## src/rtl/core/keyed_blake2b_hash_macros.svh

```systemverilog
// Assertion macros for the keyed BLAKE2b hash core.
// Included by files that carry concurrent checks; no other dependencies.
`ifndef KEYED_BLAKE2B_HASH_MACROS_SVH
`define KEYED_BLAKE2B_HASH_MACROS_SVH
`ifndef SYNTHESIS
`define KBH_ASSERT(label, clk, rst, expr) \
   label: assert property (@(posedge clk) disable iff (rst) (expr)) \
      else $error("assertion failed: %m");
`define KBH_ASSERT_IMP(label, clk, rst, ante, cons) \
   label: assert property (@(posedge clk) disable iff (rst) (ante) |-> (cons)) \
      else $error("assertion failed: %m");
`else
`define KBH_ASSERT(label, clk, rst, expr)
`define KBH_ASSERT_IMP(label, clk, rst, ante, cons)
`endif
`endif

```

## src/rtl/core/kbh_pkg.sv

```systemverilog
// Shared constants, types and helper functions of the keyed BLAKE2b core.
// No dependencies.
`timescale 1ns / 1ps
package kbh_pkg;

   localparam int WordW       = 64;
   localparam int BlockBytes  = 128;
   localparam int KeyMaxBytes = 64;
   localparam int RoundCount  = 12;
   localparam int BufDepth    = 16;
   localparam int ChainDepth  = 8;

   localparam logic [31:0] ParamBase = 32'h0101_0000;

   typedef logic [WordW-1:0] word_type;

   // request kinds
   localparam logic [1:0] KindStart  = 2'd0;
   localparam logic [1:0] KindKey    = 2'd1;
   localparam logic [1:0] KindMsg    = 2'd2;
   localparam logic [1:0] KindFinish = 2'd3;

   function automatic word_type iv_word(input logic [2:0] idx);
      word_type w;
      case (idx)
         3'd0:    w = 64'h6a09e667f3bcc908;
         3'd1:    w = 64'hbb67ae8584caa73b;
         3'd2:    w = 64'h3c6ef372fe94f82b;
         3'd3:    w = 64'ha54ff53a5f1d36f1;
         3'd4:    w = 64'h510e527fade682d1;
         3'd5:    w = 64'h9b05688c2b3e6c1f;
         3'd6:    w = 64'h1f83d9abfb41bd6b;
         default: w = 64'h5be0cd19137e2179;
      endcase
      return w;
   endfunction

   // message schedule, position 0 in the low nibble of each row
   function automatic logic [3:0] sigma_index(input logic [3:0] round, input logic [3:0] pos);
      logic [3:0]  row;
      logic [63:0] bits;
      row = (round >= 4'd10) ? round - 4'd10 : round;
      case (row)
         4'd0:    bits = 64'hFEDCBA9876543210;
         4'd1:    bits = 64'h357B20C16DF984AE;
         4'd2:    bits = 64'h491763EADF250C8B;
         4'd3:    bits = 64'h8F04A562EBCD1397;
         4'd4:    bits = 64'hD386CB1EFA427509;
         4'd5:    bits = 64'h91EF57D438B0A6C2;
         4'd6:    bits = 64'hB8293670A4DEF15C;
         4'd7:    bits = 64'hA2684F05931CE7BD;
         4'd8:    bits = 64'h5A417D2C803B9EF6;
         default: bits = 64'h0DC3E9BF5167482A;
      endcase
      return bits[{pos, 2'b00} +: 4];
   endfunction

   function automatic word_type rotr(input word_type x, input logic [5:0] n);
      return (x >> n) | (x << (7'd64 - {1'b0, n}));
   endfunction

endpackage

```

## src/rtl/core/kbh_ram.sv

```systemverilog
// Generic simple dual-port RAM, one write and one registered read port.
// Depends on kbh_pkg for default sizes.
`timescale 1ns / 1ps
module kbh_ram import kbh_pkg::*; #(
   parameter int Width = WordW,
   parameter int Depth = BufDepth
) (
   input  logic                     clock,
   input  logic                     wr_en,
   input  logic [$clog2(Depth)-1:0] wr_addr,
   input  logic [Width-1:0]         wr_data,
   input  logic                     rd_en,
   input  logic [$clog2(Depth)-1:0] rd_addr,
   output logic [Width-1:0]         rd_data
);

   logic [Width-1:0] mem [Depth];

   always_ff @(posedge clock) begin
      if (wr_en) begin
         mem[wr_addr] <= wr_data;
      end
      if (rd_en) begin
         rd_data <= mem[rd_addr];
      end
   end

endmodule

```

## config.mk

```make
export PLATFORM = sky130hd
export DESIGN_NAME = kbh_ram
export DESIGN_NICKNAME = d
export VERILOG_FILES = /design/src/rtl/core/keyed_blake2b_hash_macros.svh /design/src/rtl/core/kbh_pkg.sv /design/src/rtl/core/kbh_ram.sv
export SDC_FILE = /design/constraint.sdc
export NUM_CORES = 1
export LEC_CHECK = 0
export BUFFER_PORTS_ARGS = -buffer_cell sky130_fd_sc_hd__buf_4
export CELL_PAD_IN_SITES_DETAIL_PLACEMENT = 1
export CELL_PAD_IN_SITES_GLOBAL_PLACEMENT = 1
export CORE_MARGIN = 2
export CORE_UTILIZATION = 50
export DETAILED_ROUTE_END_ITERATION = 10
export PLACE_DENSITY = 0.71
export SKIP_LAST_GASP = 1
export SLEW_MARGIN = 0
export SYNTH_ARGS = -nofsm -noshare
export SYNTH_HDL_FRONTEND = slang
export SYNTH_SLANG_ARGS = --single-unit
```

## constraint.sdc

```tcl
create_clock -name clock -period 6.35 [get_ports clock]
set_clock_uncertainty 0.05 [all_clocks]
set_input_delay 1.27 -clock clock [delete_from_list [all_inputs] [get_ports clock]]
set_output_delay 1.27 -clock clock [all_outputs]
set_load 0.01 [all_outputs]
```

Word level (Yosys, flattened, before mapping)
Memory sizes are Yosys's and may differ from the RTL's. A register that Yosys moved wholly into a read port is not among the register bits.
Cells that the tools add are included.
{"block": "totals", "register_bits": 0, "mem_bits_rw": 1024, "word_cells": 3, "memories": 1}
{"memory": "mem", "depth": 16, "word_bits": 64, "read_ports": 1, "rd_clocked_by_memory_dff": 1, "wr": 1, "line_no": "kbh_ram.sv:17", "text": "logic [Width-1:0] mem [Depth];"}
{"block": "op_classes", "muxes": 2}
{"cell": "$mux W1", "n": 2}

Depth between registers and ports, before layout
{"block": "logic_depth", "word_depth": 2, "mapped_depth": 6, "mapped_depth_nobuf": 3}

Least setup slack after synthesis
Ideal clock, no wire load.
{"block": "synth_path", "path_kind": "input to register", "from": "input port wr_addr[2]", "to": "memory mem[0][0] (netlist bit), enable pin", "t_arrival_ns": 6.133, "required_ns": 5.735, "path_slack_ns": -0.399, "cell_stages": 2, "path_buffers": 0, "cell_sequence": "or3b_2 -> nor3_1"}
{"element": "start, declared", "line_no": "kbh_ram.sv:10", "text": "input logic [$clog2(Depth)-1:0] wr_addr,"}
{"element": "end, declared", "line_no": "kbh_ram.sv:17"}
No word-level cell before the write port.

Final worst setup path
{"block": "layout_path", "from": "input port wr_addr[0]", "to": "memory mem[14][16] (netlist bit), enable pin"}
No word-level cell before the write port.

==> reports/metrics.yaml <==
layout:
  final_cell_mix: "edfxtp_1 (1,088), mux4_2 (256), buf_4 (170), a22oi_1 (128), clkbuf_16 (106)"
  design_area_mm2: 0.0461
  final_nets: 1927
  synthToLayoutAreaGrowth_pct: 14.6
  mostFrequentLayoutCell: "edfxtp_1"
  final_core_util: 0.576
  final.fill_count: 6561
  drive_gt1_frac: 0.317
logic_synthesis:
  synthesis.area_mm2: 0.0402
  synth-seq-cells: 1088
  syn_inst: 1647
  yosysSeqAreaShare: 0.812
  synth_cell_types: 17
  syn-num-nets: 1722
  synth_area_per_cell_um2: 24.4
  yosys_warnings: 0
timing:
  finalSetupTns_ns: 0
  hold_violations: 0
  slew_headroom: 0.148
  max_clock_freq_ghz: 0.312
  fin_crit_ns: 3.21
  period_share: 0.505
  setup_viol: 0
  rsz0062_at_grt: "false"
  setup_ws_ns: 3.14
  tightest_slew_ns: 1.28
  slew_violations: 0
route:
  met1_length_um: 37800
  avgRoutedWirePerCell_um: 31.2
  drtIter0Drc: 1838
  routed-wl-met2_um: 46700
  top_layer_used: "met5"
  wl_met3_um: 7160
  first_pass_iters: 5
  num_vias: 18361
  drtAntennaViolNets: 0
  drc: 0
  drt-total-wl_um: 93500
  vias_per_cell: 6.12
clock_tree:
  clk_latency_ns: 0.66
  cts_resized: 0
  cts_num_sinks: 1088
  cts_inserted_buffers: 105
  clk_pin_slew_ns: 0.06
  htree_levels: 3
  clockBufferDepth: 3
  postCtsHoldBufs: 0
  cts-root-buf: "clkbuf_16"
  cts_tree: "built"
  postCtsSetupBuffers: 0
grt:
  grt_pass1_wl_um: 136000
  antenna_found_initial: 6
  grt_max_degree: 91
  grt_pass1_vias: 20205
  overflow: 0
  grtUsageTotal: 0.230
power_and_ir_drop:
  power_mw: 14.9
  powerDensity_mw_per_mm2: 324
  leakage_nw: 14.7
  ir_worst_vdd_mv: 0.197
critical_path:
  path_cells: "buf_4, nand2b_1, nor2_4, buf_4"
  critPathMaxFanout: 24
  max_stage_delay_ns: 1.03
  crit_buf_inv: 2
  start_kind: "input port"
  critical_path.startpoint: "wr_addr[0]"
  required_ns: 6.59
  worstSetupPathType: "in -> reg"
  cp-end-kind: "flop"
  crit_family: "simple AND/OR/NAND/NOR gates"
  cp_common_cell: "buf_4"
  reg2reg_slack_ns: 4.74
  r2r_start: "mem[11][59]"
  r2r_end: "rd_data[59]"
  cp.depth: 4
  slowest_stage: "nor2_4"
  cp.arrival_ns: 3.45
  reg2regPathDepth: 3
  crit_path_end: "mem[14][16]"
floorplan:
  io-pin-count: 139
  dieArea_mm2: 0.0827
  core_area_mm2: 0.0800
  fp.dieH_um: 288
  fp-row-count: 104
  die_x_um: 288
  initial_core_util: 0.503
min_path:
  holdCritPathClass: "reg -> reg"
run:
  drv_cap: 0
placed_design:
  portBuffers: 138
  placed_area_mm2: 0.0428
  post-place-ws_ns: 2.47
  gp_congestion: 0.701
  hpwl_um: 47600
status:
  status: "finished, final reports clean"
-- synthesized netlist by cell type (all sizes together) --
library cell	n	area, um^2
edfxtp	1088	32700
mux4	256	5770
a22oi	128	961
nand2	65	244
buf	48	317
clkbuf	36	135
nor2	13	48.8
nor3	4	20.0
nand2b	2	12.5
nand3b	2	15.0
nor2b	2	12.5
and2	1	6.26
nand3	1	5.00
or3b	1	8.76
-- stage by stage --
| stage | hold slack (ns) | instances |
|---|---|---|
| after global placement | 0.669 | 2805 |
| after CTS | 0.704 | 2996 |
| after floorplan | 0.660 | 1647 |
| final | 0.700 | 2999 |
| after global routing | 0.734 | 2998 |
| after detailed placement | 0.689 | 2805 |
-- layer usage --
layer | vias up | GRT usage
li1 | 7528 | -
met1 | 9930 | 0.321
met2 | 755 | 0.376
met3 | 144 | 0.0456
met4 | 4 | 0.0634
met5 | - | 0
-- where the power goes --
part / internal [mW] / leakage [nW] / switching (mW) / total (mW)
clock network: 3.42 / 1.63 / 2.62 / 6.04
registers: 8.09 / 9.89 / 0.0548 / 8.15
logic: 0.304 / 3.15 / 0.428 / 0.732
-- state kept, by name (all words and copies together) (netlist names) --
| register | count |
|---|---|
| mem | 1024 |
| rd_data | 64 |
-- layout make-up --
type                    instances  area [um^2]  share of cell area
diodes                          3         7.51            0.000163
clock buffers                 120         2710              0.0587
clock inverters                71          608              0.0132
multi-input cells             475         7260               0.158
flip-flops and latches       1088        32700               0.709
well taps                    1060         1330              0.0288
repair buffers                182         1510              0.0327
-- worst register-to-register path: cells and delay by family, from the launching register on --
family,cells,cell delay (ns)
mux,1,0.50
compound gates,1,0.24
simple gates,1,0.15
flops,1,0.37
-- cells by family (layout without fill, tap and decap cells) --
kind of cell,Yosys count,in the layout,share of synthesized area
and+or+nand+nor,91,91,0.00927
muxes,256,256,0.143
DFF,1088,1088,0.812
buffers and inverters,84,373,0.0112
AOI/OAI and AO/OA,128,128,0.0239
other,0,3,0
-- how the worst min path moves through the flow --
stage / start / to / slack (ns) / depth (start not counted)
3_5_place_dp: mem[12][57] / rd_data[57] / 0.69 / 3
6_report: mem[15][57] / rd_data[57] / 0.70 / 3
5_1_grt: mem[14][7] / rd_data[7] / 0.73 / 3
2_1_floorplan: mem[14][0] / rd_data[0] / 0.66 / 3
3_3_place_gp: mem[15][2] / rd_data[2] / 0.67 / 3
4_1_cts: mem[6][2] / rd_data[2] / 0.70 / 3
No activity file was read; power rests on OpenSTA's default activity.
